===== src/rtl/core/call_latency_stats_table_macros.svh =====
// assertion macros used by the call latency stats table controller
// no dependencies
`ifndef CALL_LATENCY_STATS_TABLE_MACROS_SVH
`define CALL_LATENCY_STATS_TABLE_MACROS_SVH

// implication checked every cycle outside reset
`define CLST_ASSERT_IMP(label, clk, rst_n, ante, cons, msg) \
    label: assert property (@(posedge clk) disable iff (!rst_n) (ante) |-> (cons)) \
        else $error(msg);

// next-cycle implication checked outside reset
`define CLST_ASSERT_NXT(label, clk, rst_n, ante, cons, msg) \
    label: assert property (@(posedge clk) disable iff (!rst_n) (ante) |=> (cons)) \
        else $error(msg);

`endif


===== src/rtl/core/clst_pkg.sv =====
// shared types and constants for the call latency stats table
// no dependencies
package clst_pkg;

    localparam logic [2:0] ST_BEGIN_STORED = 3'd0;
    localparam logic [2:0] ST_BEGIN_FULL   = 3'd1;
    localparam logic [2:0] ST_NO_BEGIN     = 3'd2;
    localparam logic [2:0] ST_UPDATED      = 3'd3;
    localparam logic [2:0] ST_CREATED      = 3'd4;
    localparam logic [2:0] ST_STATS_FULL   = 3'd5;

    localparam int BKEY_W = 50;
    localparam int SKEY_W = 42;

    // controller to datapath
    typedef struct packed {
        logic load;        // capture input item
        logic bscan_step;  // examine one begin entry
        logic sscan_step;  // examine one stats entry
        logic scan_clr;    // restart scan pointer
        logic brd;         // read begin time at hit
        logic srd;         // read stats entry at hit
        logic bwr;         // write begin entry
        logic swr;         // write stats entry
        logic res_load;    // latch result
    } t_cmd;

    // datapath to controller
    typedef struct packed {
        logic scan_last;
        logic bhit;
        logic bfree;
        logic shit;
        logic sfree;
        logic is_end;
    } t_sts;

endpackage


===== src/rtl/core/clst_ctrl.sv =====
// controller state machine sequencing table scans and entry updates
// depends on clst_pkg and call_latency_stats_table_macros.svh
`include "call_latency_stats_table_macros.svh"
module clst_ctrl (
    input  logic           i_clk,
    input  logic           i_rst_n,
    input  logic           i_in_valid,
    output logic           o_in_ready,
    output logic           o_out_valid,
    input  logic           i_out_ready,
    input  clst_pkg::t_sts i_sts,
    output clst_pkg::t_cmd o_cmd
);
    localparam logic [3:0] S_IDLE   = 4'd0;
    localparam logic [3:0] S_BSCAN  = 4'd1;
    localparam logic [3:0] S_BDRAIN = 4'd2;
    localparam logic [3:0] S_SSCAN  = 4'd3;
    localparam logic [3:0] S_SDRAIN = 4'd4;
    localparam logic [3:0] S_BRD    = 4'd5;
    localparam logic [3:0] S_DUR    = 4'd6;
    localparam logic [3:0] S_SRD    = 4'd7;
    localparam logic [3:0] S_RES    = 4'd8;
    localparam logic [3:0] S_OUT    = 4'd9;

    logic [3:0] r_state, n_state;
    logic       r_out_valid, n_out_valid;
    logic       take, res_free;

    assign res_free   = !r_out_valid || i_out_ready;
    assign o_in_ready = (r_state == S_IDLE);
    assign take       = i_in_valid && o_in_ready;

    always_comb begin
        n_state = r_state;
        n_out_valid = r_out_valid && !i_out_ready;
        o_cmd = '0;
        case (r_state)
            S_IDLE: begin
                if (take) begin
                    o_cmd.load = 1'b1;
                    o_cmd.scan_clr = 1'b1;
                    n_state = S_BSCAN;
                end
            end
            S_BSCAN: begin
                o_cmd.bscan_step = 1'b1;
                if (i_sts.scan_last) begin
                    n_state = S_BDRAIN;
                end
            end
            S_BDRAIN: begin
                // last compare lands this cycle
                o_cmd.scan_clr = 1'b1;
                if (!i_sts.is_end) begin
                    n_state = S_RES;
                end else begin
                    n_state = S_BRD;
                end
            end
            S_BRD: begin
                o_cmd.brd = 1'b1;
                o_cmd.scan_clr = 1'b1;
                n_state = i_sts.bhit ? S_SSCAN : S_RES;
            end
            S_SSCAN: begin
                o_cmd.sscan_step = 1'b1;
                o_cmd.brd = 1'b0;
                if (i_sts.scan_last) begin
                    n_state = S_SDRAIN;
                end
            end
            S_SDRAIN: begin
                n_state = S_DUR;
            end
            S_DUR: begin
                // begin time at hit is read, capture duration while reading stats
                o_cmd.brd = 1'b1;
                n_state = S_SRD;
            end
            S_SRD: begin
                o_cmd.brd = 1'b1;
                o_cmd.srd = 1'b1;
                n_state = S_RES;
            end
            S_RES: begin
                // hold both read addresses so the duration survives a stall
                o_cmd.brd = 1'b1;
                o_cmd.srd = 1'b1;
                if (res_free) begin
                    o_cmd.res_load = 1'b1;
                    n_out_valid = 1'b1;
                    if (!i_sts.is_end) begin
                        o_cmd.bwr = i_sts.bhit || i_sts.bfree;
                    end else if (i_sts.bhit) begin
                        o_cmd.swr = i_sts.shit || i_sts.sfree;
                    end
                    n_state = S_IDLE;
                end
            end
            default: begin
                n_state = S_IDLE;
            end
        endcase
    end

    always_ff @(posedge i_clk) begin
        if (!i_rst_n) begin
            r_state <= S_IDLE;
            r_out_valid <= 1'b0;
        end else begin
            r_state <= n_state;
            r_out_valid <= n_out_valid;
        end
    end

    assign o_out_valid = r_out_valid;

    `CLST_ASSERT_IMP(a_one_write, i_clk, i_rst_n, 1'b1, !(o_cmd.bwr && o_cmd.swr), "two table writes")
    `CLST_ASSERT_NXT(a_take_scan, i_clk, i_rst_n, take, r_state == S_BSCAN, "no scan after take")
    `CLST_ASSERT_IMP(a_res_only, i_clk, i_rst_n, o_cmd.res_load, res_free, "result overwritten")
endmodule


===== config.mk =====
export PLATFORM = sky130hd
export DESIGN_NAME = clst_ctrl
export DESIGN_NICKNAME = d
export VERILOG_FILES = /design/src/rtl/core/clst_pkg.sv /design/src/rtl/core/clst_ctrl.sv
export VERILOG_INCLUDE_DIRS = /design/src /design/src/rtl/core
export SDC_FILE = /design/constraint.sdc
export NUM_CORES = 1
export LEC_CHECK = 0
export BUFFER_PORTS_ARGS = -buffer_cell sky130_fd_sc_hd__buf_2
export CAP_MARGIN = 20
export CORE_AREA = 2 2 39 41
export CTS_CLUSTER_DIAMETER = 40
export DETAILED_ROUTE_END_ITERATION = 10
export DIE_AREA = 0 0 41 43
export PLACE_DENSITY_LB_ADDON = 0.05
export SLEW_MARGIN = 0
export SYNTH_ARGS = -nofsm -noshare
export SYNTH_HDL_FRONTEND = slang
export SYNTH_SLANG_ARGS = --single-unit

===== constraint.sdc =====
create_clock -name i_clk -period 1.85 [get_ports i_clk]
set_input_delay 0.185 -clock i_clk [delete_from_list [all_inputs] [get_ports i_clk]]
set_output_delay 0.185 -clock i_clk [all_outputs]
set_load 0.02 [all_outputs]

Yosys cells after proc, flatten, opt, wreduce, memory -nomap -nowiden
Cells that the tools add are included.
{"block": "totals", "elab_cells": 47, "output_inout_bits": 11, "regBits": 5, "input_bits": 10}
{"block": "classes", "muxes": 21, "reduce_logical": 12, "eq_ne": 12}
{"cell": "one-hot mux 4 bit (9 select lines)", "n": 1}
{"cell": "two-way mux 4 bit", "n": 6}
{"cell": "== test 4 x 3 -> 1 bit, second input constant", "n": 4}
{"cell": "two-way mux 1 bit", "n": 11}
{"cell": "== test 4 x 2 -> 1 bit, second input constant", "n": 2}
{"cell": "two-way mux 3 bit", "n": 2}
{"cell": "!= test 2 bit, second input constant", "n": 3}
{"cell": "== test 4 x 1 -> 1 bit, second input constant", "n": 1}
{"cell": "== test 4 bit, second input constant", "n": 1}
{"cell": "logical NOT 4 bit", "n": 1}
{"cell": "AND reduction 4 bit", "n": 1}
{"cell": "OR reduction 2 bit", "n": 2}
{"cell": "OR reduction 4 bit", "n": 1}
{"cell": "logical OR 1 bit", "n": 3}
{"cell": "logical AND 1 bit", "n": 2}
{"cell": "logical NOT 1 bit", "n": 2}
{"cell": "!= test 2 x 1 -> 1 bit, second input constant", "n": 1}
{"cell": "one-hot mux 1 bit (2 select lines)", "n": 1}

Longest topological paths before layout
{"block": "logic_depth", "depth_word": 5, "depth_mapped": 5, "depth_no_buf": 4}

Worst setup path after synthesis
No wires, ideal clock.
{"block": "synth_path", "path_type": "register to output", "start": "register r_state[2]", "end": "output o_cmd[8] (netlist name)", "path_buffers": 1, "path_stages_with_launch": 4, "arrival_ps": 1306, "setup_slack_ps": 359, "t_required_ps": 1665, "path_cell_list": "dfxtp_1 -> buf_6 -> nor4_2 -> and2_1"}
{"item": "start: declaration", "line_no": "clst_ctrl.sv:25", "rtl": "logic [3:0] r_state, n_state;"}
{"item": "start signal: assignment", "line_no": "clst_ctrl.sv:111", "rtl": "r_state <= n_state;"}
{"item": "end: declaration", "line_no": "clst_ctrl.sv:12", "rtl": "output clst_pkg::t_cmd o_cmd"}

==> results_dict.tcl <==
set metrics [dict create \
    synth_compound_area_frac 0.2667 \
    clk_pin_slew_ps 40 \
    finalPower_w 0.0003753 \
    synth_xor_area_frac 0.02029 \
    antenna_found_initial 0 \
    hold_viol 0 \
    syn_avg_cell_area_um2 7.848 \
    overflow 0 \
    antenna_left 0 \
    track_usage 0.1398 \
    synth_nets 65 \
    area_growth_pct 27.25 \
    htreeDepth 1 \
    cts_sinks 5 \
    post-route-min-period_ps 1705 \
    p_per_area_nw_per_um2 683.2 \
    regArea_um2 100.1 \
    synthMuxAreaShare 0 \
    post-route-drc-count 0 \
    setup_viol 0 \
    hold_ws_ps 219.7 \
    tightest_slew_ps 479.1 \
    pwr-share-seq 0.335 \
    rows 14 \
    grt_first_pass_wirelength_um 1690 \
    arrival_ps 1520 \
    drt_iter0_markers 8 \
    synth_edf_count 0 \
    nNetsFinal 87 \
    clk-insertion-delay-late_ps 240 \
    status "complete, no violations" \
    yosys.area_share.simple 0.3507 \
    synth_ff_type "dfxtp_1" \
    crit_required_ps 1660 \
    clock_skew_ps 2.691 \
    ir_worst_vdd_v 0.0002866 \
    wl_um 1030 \
    grt_max_degree 13 \
    cts_made_buffers 3 \
    yosys_warnings 0 \
    port_buffers 20 \
    detail_route.wl_per_cell_um 11.20 \
    worstHoldPathType "in2reg" \
    switching_share 0.3424 \
    fp.coreArea_um2 1384 \
    vias 461 \
    layout-drive-gt1-share 0.4342 \
    p_clk_frac 0.327 \
    relSlewSlack 0.6802 \
    die_w_um 41 \
    p_comb_frac 0.338 \
    top_level_ports 21 \
    dr.pass1.iters 4 \
    cts_root_buf "clkbuf_4" \
    rsz0062_at_grt "no" \
    n_fill_cell 153 \
    netlist_instances 55 \
    synthDistinctLibCells 31 \
    maxSlewViolCount 0 \
    postCtsSetupBuffers 0 \
    critical_path.endpoint_type "output port" \
    ys_ff_latch 5 \
    grt_pass1_vias 397 \
    die_h_um 43 \
    p_int_w 0.0002468 \
    fp.dieArea_um2 1763 \
    vias_per_cell 5.011 \
    clock.fmax_ghz 0.5864 \
    synth-adder-area-share 0 \
    ctsLongestPathBuffers 2 \
    path_max_fanout 12 \
    fin_crit_sh 0.9218 \
    async_reset_ff_frac 0 \
    dpl.hpwl_um 806.8 \
    cts_hold_buf 0 \
    syn_area_um2 431.7 \
    gp_congestion 0.7477 \
    drv_cap 0 \
    synth-seq-area-share 0.2319 \
    critPathKind "reg2out" \
    synth_top_family_by_area "simple AND/OR/NAND/NOR gates" \
    cts_tree "done" \
    p_sw_w 0.0001285 \
    finalSetupTns_ps 0 \
    power.leakage_nw 0.2475 \
    cts_resized 0 \
    start_kind "flop" \
    start_util 0.3119 \
    diodes 0 \
    multi_input_area_um2 277.8 \
]
-- flip-flops by register name, summed over array words and instances (netlist names) --
name         flops
r_state          4
o_out_valid      1
-- critical path, cell delays in order (launching register included) --
cell	delay [ps]
dfxtp_1	450
nor2_2	260
nand4_1	180
nor3_1	210
buf_2	190
-- power groups by stage --
stage	logic [W]	clock network, W	registers, W
6_report	0.000127	0.000123	0.000126
5_1_grt	0.000139	0.000138	0.000127
4_1_cts	0.000128	0.000129	0.000125
3_5_place_dp	0.000128	0	0.000127
3_3_place_gp	0.000130	0	0.000127
2_1_floorplan	0.000101	0	0.000121
-- cells in the mapped netlist, drive strengths merged, types with 2 or more instances --
master,instances,area share
nor3,3,0.035
buf,4,0.090
o211ai,2,0.035
nand3,3,0.046
nand2b,3,0.043
a31oi,3,0.043
o21ai,3,0.035
o31ai,2,0.035
nor2,8,0.075
inv,4,0.041
dfxtp,5,0.23
nand2,2,0.035
and2,2,0.029
-- path summary, 6_finish.rpt --
check	cells past startpoint	end	from	slack [ps]
setup / recovery	4	o_cmd[2]	r_state[2]	140
hold / removal	2	r_state[3]	i_rst_n	220
hold reg to reg	2	o_out_valid	o_out_valid	520
setup reg to reg	4	r_state[0]	r_state[1]	510
-- per-stage QoR --
step | util | worst slack (ps) | std cells | instance area [µm²]
after floorplan | - | 359.2 | 55 | 431.7
after global placement | 0.3761 | 387.8 | 88 | 520.5
after detailed placement | 0.3761 | 335.5 | 88 | 520.5
after CTS | 0.3951 | 66.82 | 92 | 546.8
after global routing | 0.3969 | 33.19 | 92 | 549.3
final | 0.3969 | 144.7 | 92 | 549.3
-- kinds of logic after synthesis --
family          after synthesis
xor+xnor                      1
flops                         5
buf+inv                       8
simple gates                 25
compound gates               16
-- per-layer routing --
layer	share of wire	global-route usage	vias to the layer above
met5	0	0	-
met4	0	0.06000	0
met3	0.033	0.03141	0
met2	0.46	0.1844	10
met1	0.50	0.2104	211
li1	-	-	240
-- final cells by class --
class / instances / share of cell area
inverter: 4 / 0.03189
timing repair buffer: 21 / 0.1959
sequential: 5 / 0.1822
clock buffer: 4 / 0.04784
multi-input combinational: 42 / 0.5057
tap: 16 / 0.03645
-- layout by cell type (no fill, tap or decap), types with 2 or more instances in the layout --
| master | netlist | routed |
|---|---|---|
| buf_2 | 1 | 20 |
| o211ai_1 | 2 | 2 |
| inv_2 | 2 | 2 |
| o31ai_1 | 2 | 2 |
| nor3_1 | 3 | 3 |
| and2_1 | 2 | 2 |
| nor2_2 | 1 | 2 |
| nand3_1 | 2 | 2 |
| dfxtp_1 | 5 | 5 |
| o21ai_1 | 2 | 2 |
| clkbuf_4 | 0 | 3 |
| nor2_1 | 7 | 6 |
| a31oi_1 | 3 | 3 |
| nand2b_1 | 3 | 3 |
Note: power is estimated with default switching activity, not from simulation.
